File: src/hw/rtl/gdsc_pkg.sv
// Shared types and constants for the garage door stepper controller.
package gdsc_pkg;

    localparam int DIST_W  = 11;
    localparam int STEP_W  = 12;
    localparam int ECHO_W  = 16;
    localparam int NIB_W   = 4;
    localparam int CFG_W   = 12;

    // echo/2 is at most 15 bits; x/29 == (x * 36158) >> 20 for every x below 2^17
    localparam int HALF_W      = ECHO_W - 1;
    localparam int RECIP_W     = 16;
    localparam int RECIP_SHIFT = 20;
    localparam logic [RECIP_W-1:0] RECIP_MUL = 16'd36158;
    localparam int PROD_W      = HALF_W + RECIP_W;

    typedef enum logic [1:0] {
        FUNC_MEASURE = 2'd0,
        FUNC_NOISE   = 2'd1,
        FUNC_TICK    = 2'd2,
        FUNC_NONE    = 2'd3
    } t_func;

    typedef enum logic [1:0] {
        CFG_FAR    = 2'd0,
        CFG_MID    = 2'd1,
        CFG_NEAR   = 2'd2,
        CFG_TRAVEL = 2'd3
    } t_cfg_idx;

    localparam logic [DIST_W-1:0] FAR_RST    = 11'd12;
    localparam logic [DIST_W-1:0] MID_RST    = 11'd7;
    localparam logic [DIST_W-1:0] NEAR_RST   = 11'd4;
    localparam logic [STEP_W-1:0] TRAVEL_RST = 12'd700;

    localparam logic [NIB_W-1:0] LED_NEAR = 4'h1;
    localparam logic [NIB_W-1:0] LED_MID  = 4'h2;
    localparam logic [NIB_W-1:0] LED_FAR  = 4'h4;
    localparam logic [NIB_W-1:0] LED_DOOR = 4'h8;
    localparam logic [NIB_W-1:0] LED_PROX = 4'h7;
    localparam logic [NIB_W-1:0] PH_FIRST_OPEN  = 4'h8;
    localparam logic [NIB_W-1:0] PH_FIRST_CLOSE = 4'h1;

    typedef struct packed {
        logic [1:0]        func;
        logic [ECHO_W-1:0] echo_time;
    } t_in_item;

    typedef struct packed {
        logic [NIB_W-1:0]  coil_drive;
        logic [NIB_W-1:0]  leds;
        logic [DIST_W-1:0] distance;
        logic              door_open;
        logic              moving;
        logic              ranging_enabled;
    } t_out_item;

    typedef struct packed {
        logic [1:0]       index;
        logic [CFG_W-1:0] data;
    } t_cfg_item;

endpackage

File: src/hw/rtl/gdsc_if.sv
// Valid/ready channel interfaces for the garage door stepper controller.
interface gdsc_in_if import gdsc_pkg::*; ();
    logic     valid;
    logic     ready;
    t_in_item item;
    modport source (output valid, output item, input ready);
    modport sink   (input valid, input item, output ready);
endinterface

interface gdsc_out_if import gdsc_pkg::*; ();
    logic      valid;
    logic      ready;
    t_out_item item;
    modport source (output valid, output item, input ready);
    modport sink   (input valid, input item, output ready);
endinterface

interface gdsc_cfg_if import gdsc_pkg::*; ();
    logic      valid;
    logic      ready;
    t_cfg_item item;
    modport source (output valid, output item, input ready);
    modport sink   (input valid, input item, output ready);
endinterface

File: src/hw/rtl/garage_door_stepper_controller.sv
// Garage door stepper controller: event handling, stepper sequencing, result register.
//
// Channels: i_in takes one event item (func, echo_time), o_out gives one result
// item per event (coil_drive, leds, distance, door_open, moving,
// ranging_enabled), showing the state after that event. i_cfg writes the four
// registers (far, mid, near threshold, travel steps); it is always ready.
// A measure item converts echo_time to centimetres, (echo/2)/29, by a constant
// reciprocal multiply and lights proximity LEDs; at the near threshold the
// door starts opening. A noise item starts closing an open door. Tick items
// step the motor coils until the travel count is reached.
// The result is registered: it becomes valid in the cycle after the input is accepted.
// Throughput: one item per cycle while the receiver does not stall; the event is resolved by
// one 15x16 multiply and threshold compares between the state registers and the result register.
// Backpressure: the result register holds while o_out.ready is low; i_in.ready
// is low only while a result waits and the receiver stalls.
// Reset (i_rst_n low, synchronous): door closed, ranging enabled, stepper idle,
// coils and LEDs off, registers at their default values, no result pending.
module garage_door_stepper_controller import gdsc_pkg::*; (
    input  logic         i_clk,
    input  logic         i_rst_n,
    gdsc_cfg_if.sink     i_cfg,
    gdsc_in_if.sink      i_in,
    gdsc_out_if.source   o_out
);

    logic [DIST_W-1:0] r_far_th, r_mid_th, r_near_th;
    logic [STEP_W-1:0] r_travel;

    logic              r_door_open, n_door_open;
    logic              r_noise_flag, n_noise_flag;
    logic              r_ranging, n_ranging;
    logic              r_moving, n_moving;
    logic [STEP_W-1:0] r_step_cnt, n_step_cnt;
    logic [NIB_W-1:0]  r_phase, n_phase;
    logic [NIB_W-1:0]  r_coil, n_coil;
    logic [NIB_W-1:0]  r_leds, n_leds;
    logic [DIST_W-1:0] r_dist, n_dist;

    logic              r_out_valid;
    t_out_item         r_out;

    logic              w_accept;
    logic [PROD_W-1:0] w_prod;
    logic [DIST_W-1:0] w_dist;
    logic [STEP_W-1:0] w_limit;
    logic [STEP_W-1:0] w_cnt_inc;
    logic [NIB_W-1:0]  w_phase_step;
    t_func             w_func;

    assign i_cfg.ready = 1'b1;
    assign i_in.ready  = !r_out_valid || o_out.ready;
    assign w_accept    = i_in.valid && i_in.ready;
    assign o_out.valid = r_out_valid;
    assign o_out.item  = r_out;

    always_ff @(posedge i_clk) begin
        if (!i_rst_n) begin
            r_far_th  <= FAR_RST;
            r_mid_th  <= MID_RST;
            r_near_th <= NEAR_RST;
            r_travel  <= TRAVEL_RST;
        end else if (i_cfg.valid) begin
            case (t_cfg_idx'(i_cfg.item.index))
                CFG_FAR:    r_far_th  <= i_cfg.item.data[DIST_W-1:0];
                CFG_MID:    r_mid_th  <= i_cfg.item.data[DIST_W-1:0];
                CFG_NEAR:   r_near_th <= i_cfg.item.data[DIST_W-1:0];
                CFG_TRAVEL: r_travel  <= i_cfg.item.data;
                default: ;
            endcase
        end
    end

    assign w_func = t_func'(i_in.item.func);
    assign w_prod = i_in.item.echo_time[ECHO_W-1:1] * RECIP_MUL;
    assign w_dist = w_prod[RECIP_SHIFT +: DIST_W];
    assign w_limit = (r_travel == '0) ? STEP_W'(1) : r_travel;
    assign w_cnt_inc = r_step_cnt + STEP_W'(1);

    // closing shifts left and wraps to bit 0, opening shifts right and wraps to bit 3
    always_comb begin
        if (r_door_open) begin
            w_phase_step = {r_phase[NIB_W-2:0], 1'b0};
            if (w_phase_step == '0) w_phase_step = PH_FIRST_CLOSE;
        end else begin
            w_phase_step = {1'b0, r_phase[NIB_W-1:1]};
            if (w_phase_step == '0) w_phase_step = PH_FIRST_OPEN;
        end
    end

    always_comb begin
        n_door_open  = r_door_open;
        n_noise_flag = r_noise_flag;
        n_ranging    = r_ranging;
        n_moving     = r_moving;
        n_step_cnt   = r_step_cnt;
        n_phase      = r_phase;
        n_coil       = r_coil;
        n_leds       = r_leds;
        n_dist       = r_dist;
        case (w_func)
            FUNC_TICK: begin
                if (r_moving) begin
                    n_phase    = w_phase_step;
                    n_coil     = ~w_phase_step;
                    n_step_cnt = w_cnt_inc;
                    if (w_cnt_inc >= w_limit) begin
                        n_moving    = 1'b0;
                        n_door_open = !r_door_open;
                        // closing keeps only the door bit, as the original firmware did
                        n_leds      = r_door_open ? (r_leds & LED_DOOR) : (r_leds | LED_DOOR);
                    end
                end
            end
            FUNC_MEASURE: begin
                if (!r_moving && r_ranging) begin
                    n_dist = w_dist;
                    if (w_dist <= r_far_th) n_leds = n_leds | LED_FAR;
                    if (w_dist <= r_mid_th) n_leds = n_leds | LED_MID;
                    if (w_dist <= r_near_th) begin
                        n_leds       = n_leds | LED_NEAR;
                        n_ranging    = 1'b0;
                        n_noise_flag = 1'b0;
                        n_moving     = 1'b1;
                        n_step_cnt   = '0;
                        n_phase      = '0;
                    end
                end
            end
            FUNC_NOISE: begin
                if (!r_moving) begin
                    if (r_door_open) begin
                        n_noise_flag = 1'b1;
                        n_ranging    = 1'b1;
                        n_moving     = 1'b1;
                        n_step_cnt   = '0;
                        n_phase      = '0;
                    end else if (r_noise_flag) begin
                        n_noise_flag = 1'b0;
                        n_leds       = r_leds & LED_PROX;
                    end
                end
            end
            default: ;
        endcase
    end

    always_ff @(posedge i_clk) begin
        if (!i_rst_n) begin
            r_door_open  <= 1'b0;
            r_noise_flag <= 1'b0;
            r_ranging    <= 1'b1;
            r_moving     <= 1'b0;
            r_step_cnt   <= '0;
            r_phase      <= '0;
            r_coil       <= '0;
            r_leds       <= '0;
            r_dist       <= '0;
            r_out_valid  <= 1'b0;
        end else begin
            if (w_accept) begin
                r_door_open  <= n_door_open;
                r_noise_flag <= n_noise_flag;
                r_ranging    <= n_ranging;
                r_moving     <= n_moving;
                r_step_cnt   <= n_step_cnt;
                r_phase      <= n_phase;
                r_coil       <= n_coil;
                r_leds       <= n_leds;
                r_dist       <= n_dist;
                r_out_valid  <= 1'b1;
            end else if (o_out.ready) begin
                r_out_valid  <= 1'b0;
            end
        end
    end

    always_ff @(posedge i_clk) begin
        if (w_accept) begin
            r_out.coil_drive      <= n_coil;
            r_out.leds            <= n_leds;
            r_out.distance        <= n_dist;
            r_out.door_open       <= n_door_open;
            r_out.moving          <= n_moving;
            r_out.ranging_enabled <= n_ranging;
        end
    end

`ifndef NO_ASSERTIONS
    // an opening travel only starts from a near measurement, which turns ranging off
    a_open_no_ranging: assert property (@(posedge i_clk) disable iff (!i_rst_n)
        (r_moving && !r_door_open) |-> !r_ranging)
        else $error("ranging enabled during opening travel");

    a_noise_ranging: assert property (@(posedge i_clk) disable iff (!i_rst_n)
        r_noise_flag |-> r_ranging)
        else $error("noise flag set with ranging disabled");

    a_coil_phase: assert property (@(posedge i_clk) disable iff (!i_rst_n)
        (r_coil == '0) || ($countones(r_coil) == NIB_W - 1))
        else $error("coil drive is not an active-low single phase");

    a_result_matches: assert property (@(posedge i_clk) disable iff (!i_rst_n)
        w_accept |=> (r_out.moving == r_moving && r_out.door_open == r_door_open))
        else $error("result does not reflect updated state");
`endif

endmodule

File: src/flat_wrapper.sv
// flat-port wrapper written by rule: the top's interface ports become plain ports
module garage_door_stepper_controller_flat import gdsc_pkg::*;
  (i_clk, i_rst_n, i_cfg_valid, i_cfg_item, i_cfg_ready, i_in_valid, i_in_item, i_in_ready, o_out_valid, o_out_item, o_out_ready);
  gdsc_cfg_if i_cfg_i ();
  gdsc_in_if i_in_i ();
  gdsc_out_if o_out_i ();
  input  logic i_clk;
  input  logic i_rst_n;
  input wire logic [$bits(i_cfg_i.valid)-1:0] i_cfg_valid;
  input wire logic [$bits(i_cfg_i.item)-1:0] i_cfg_item;
  output wire logic [$bits(i_cfg_i.ready)-1:0] i_cfg_ready;
  input wire logic [$bits(i_in_i.valid)-1:0] i_in_valid;
  input wire logic [$bits(i_in_i.item)-1:0] i_in_item;
  output wire logic [$bits(i_in_i.ready)-1:0] i_in_ready;
  output wire logic [$bits(o_out_i.valid)-1:0] o_out_valid;
  output wire logic [$bits(o_out_i.item)-1:0] o_out_item;
  input wire logic [$bits(o_out_i.ready)-1:0] o_out_ready;
  assign i_cfg_i.valid = i_cfg_valid;
  assign i_cfg_i.item = i_cfg_item;
  assign i_cfg_ready = i_cfg_i.ready;
  assign i_in_i.valid = i_in_valid;
  assign i_in_i.item = i_in_item;
  assign i_in_ready = i_in_i.ready;
  assign o_out_valid = o_out_i.valid;
  assign o_out_item = o_out_i.item;
  assign o_out_i.ready = o_out_ready;
  garage_door_stepper_controller u_core (.i_clk(i_clk), .i_rst_n(i_rst_n), .i_cfg(i_cfg_i), .i_in(i_in_i), .o_out(o_out_i));
endmodule
File: config.mk
export PLATFORM = sky130hd
export DESIGN_NAME = garage_door_stepper_controller_flat
export DESIGN_NICKNAME = d
export VERILOG_FILES = /design/src/hw/rtl/gdsc_pkg.sv /design/src/hw/rtl/gdsc_if.sv /design/src/hw/rtl/garage_door_stepper_controller.sv /design/src/flat_wrapper.sv
export SDC_FILE = /design/constraint.sdc
export NUM_CORES = 1
export LEC_CHECK = 0
export ABC_AREA = 1
export BUFFER_PORTS_ARGS = -buffer_cell sky130_fd_sc_hd__buf_4
export CORE_AREA = 2 2 139 141
export CTS_CLUSTER_DIAMETER = 150
export DETAILED_ROUTE_END_ITERATION = 10
export DIE_AREA = 0 0 141 143
export GPL_TIMING_DRIVEN = 0
export HOLD_SLACK_MARGIN = 0.12
export PLACE_DENSITY_LB_ADDON = 0.12
export SLEW_MARGIN = 20
export SYNTH_ARGS = -nofsm -noshare
export SYNTH_HDL_FRONTEND = slang
export SYNTH_SLANG_ARGS = --single-unit
File: constraint.sdc
create_clock -name i_clk -period 5.47 [get_ports i_clk]
set_input_delay 0.2735 -clock i_clk [delete_from_list [all_inputs] [get_ports i_clk]]
set_output_delay 0.2735 -clock i_clk [all_outputs]
set_load 0.1 [all_outputs]
==> flow_summary.toml <==
[clock_network]
cts_root_buf = "clkbuf_16"
clk_path_buf_depth = 2
clock_latency_ns = 0.36
cts_hold_buf = 0
cts_sinks = 107
clkTransAtPathRegs_ns = 0.07
tritoncts = "yes"
cts_buffers = 9
ctsHtreeMaxLevel = 3

[die]
initial_core_util_pct = 56.5
ios = 62
num_rows = 50
die_w_um = 141
dieArea_um2 = 20200
core-area_um2 = 18600
dieHeight_um = 143

[detailed_routing]
firstDrtPassIters = 5
drc_errors = 0
wirelength_um = 25900
final_antenna_net_count = 0
initialDrtViolationCount = 527
drt-vias-per-instance = 5.26
num_vias = 9170
wl_per_cell_um = 14.9

[synthesis]
ys_seq_area_share_pct = 22.5
avgSynthCellArea_um2 = 7.48
synth-edff-count = 22
syn_inst = 1403
synth_top_cell_by_area = "ha_1"
synth_ff_type = "dfxtp_1"
synth.top_cells.by_area = "ha_1, dfxtp_1, fa_1"
synthTopCellsByCount = "inv_1, nand2_1, ha_1"
synth_most_common_cell = "inv_1"
synth_top_area_share_pct = 19.4
ys_ff_latch = 107
async_reset_ff_share_pct = 0
synthesis.area_um2 = 10500
synth_nets = 1678
ys_warn_count = 0
synth_cell_types = 40

[setup_path]
crit_required_ns = 5.69
critical_path.most_common_cell = "nand2_2"
slowest_stage = "fa_2"
worstPathArrival_ns = 6.25
reg2regPathDepth = 16
setup.worst_path.start_class = "input port"
critPathKind = "in -> reg"
cpPeakStageDelay_ns = 0.57
critPathMaxFanout = 6
crit_start = "i_in_item[14]"
crit_path_end_kind = "flop"
rr_startpoint = "u_core.r_step_cnt[0]"

[power]
sequentialPowerShare_pct = 11.4
p_per_area_nw_per_um2 = 634
power.switching_uw = 4290
p_leak_uw = 0.00659
pwr-share-comb_pct = 80.6
power.internal_uw = 3630
peakVddDrop_v = 0.000471
p_clk_share_pct = 8.0
switching_share_pct = 54.2

[layout]
area_growth_pct = 19.1
fin_util_pct = 67.3
fin_cells = 1743
nFillCells = 1576
multi_input_area_um2 = 7410
seqCellArea_um2 = 2360
nets = 1779
final_layout_size_suffix_gt1_share_pct = 17.8
antenna_cells = 0

[placed_design]
port_buffers = 59
dp_cells = 1697
pre_cts_slack_ns = -1.07
gp_congestion = 0.939
hpwl_um = 20700

[flow_run]
drv_cap = 0

[global_routing]
antenna_found_initial = 1
overflow = 0
grt_max_degree = 28
grt_pass1_vias = 9109
track_usage_pct = 27.3
grt_pass1_wl_um = 44000

[sta]
rsz0062_at_grt = "yes"
fmax_mhz = 166
worst_slew_pin_slew_ns = 0.678
hold_ws_ns = 0.189
relSlewSlack_pct = 54.4
final.setup_skew_ns = 0.00903
final.setup.worst_slack_ns = -0.555
finalSetupViolCount = 27
drv_slew = 0
period_needed_ns = 6.02
hold_violations = 0
period_share_pct = 110

[hold_path]
min_from = "i_cfg_item[2]"
hold_path.class = "in -> reg"
hold_path_depth = 3

[run_status]
violations = "negative setup slack"
outcome = "finished, violations left"
kinds of logic after synthesis:
group,Yosys count,share of synthesized area (%)
compound gates,215,10.9
xor+xnor,16,1.33
fa+ha+maj,238,33.7
buf+inv,357,13.0
flops,107,22.5
other cells,1,0.0357
simple gates,469,18.5
worst max-delay path: cells and delay by family:
kind / cells / cell delay [ns]
AOI/OAI and AO/OA: 4 / 0.45
adders and majority gates: 8 / 3.61
buffers and inverters: 10 / 0.86
and+or+nand+nor: 14 / 1.03
power by group through the flow:
stage / Combinational (uW) / Sequential (uW) / Clock [uW]
detailed placement: 5050 / 917 / 0
global route: 7200 / 906 / 674
floorplan: 3650 / 1090 / 0
global placement: 4960 / 916 / 0
finish: 6390 / 900 / 637
CTS: 6150 / 899 / 645
layer usage:
layer  global-route usage, %  vias to the layer above  share of wire [%]
met5                       0                        -              0.042
met4                    5.95                        2                1.6
met3                    5.03                       39                5.9
met2                    43.8                      242                 44
met1                    38.6                     4266                 48
li1                        -                     4621                  -
placed cells by master, fill, tap and decap left out, types with 7 or more instances in the layout:
cell type and count:
inv_1 309, nand2_1 237, ha_1 144, dfxtp_1 85, a21oi_1 83, nor2_1 83, buf_4 81, fa_1 72
o21ai_0 66, nand3_1 50, nand2_2 38, a21oi_2 27, edfxtp_1 22, inv_2 20, ha_4 19, nand4_1 16
xor2_1 15, clkbuf_1 14, nor3_1 9, clkbuf_16 9, nand2_4 8, nand3_2 7
area by class of cell:
| cell class | instances | area share (%) |
|---|---|---|
| inverters | 334 | 10.1 |
| multi-input cells | 939 | 59.3 |
| clock buffers | 9 | 1.80 |
| plain buffers | 23 | 0.941 |
| flip-flops and latches | 107 | 18.9 |
| clock inverters | 7 | 0.470 |
| well taps | 234 | 2.34 |
| repair buffers | 90 | 6.14 |
sequential cells by signal, summed over array words and instances (netlist names):
register	cells
u_core.o_out.item	22
u_core.o_out.valid	1
u_core.r_coil	4
u_core.r_dist	11
u_core.r_door_open	1
u_core.r_far_th	11
u_core.r_leds	4
u_core.r_mid_th	11
u_core.r_moving	1
u_core.r_near_th	11
u_core.r_noise_flag	1
u_core.r_phase	4
u_core.r_ranging	1
u_core.r_step_cnt	12
u_core.r_travel	12
what timing repair did:
action | 4_1_cts | 5_1_grt
buffers inserted | 28 | 10
endpoints found under the setup margin | 27 | 29
gates resized for setup | 118 | 43
pin swaps | 37 | 37
gates cloned | 1 | 0
per-stage QoR:
step / power, uW / TNS [ns] / instance area [um^2]
finish: 7930 / -13.20 / 12500
global route: 8780 / -20.02 / 12500
CTS: 7690 / -10.21 / 12400
floorplan: 4740 / -1.55 / 10600
global placement: 5870 / -22.86 / 11300
detailed placement: 5970 / -24.94 / 11400
final timing paths:
path	endpoint	slack, ns
setup reg to reg	u_core.o_out.item[15]	2.47
setup / recovery	u_core.r_step_cnt[3]	-0.55
hold reg to reg	u_core.r_far_th[5]	0.46
hold / removal	u_core.r_mid_th[2]	0.19
No activity file was read; power rests on OpenSTA's default activity.
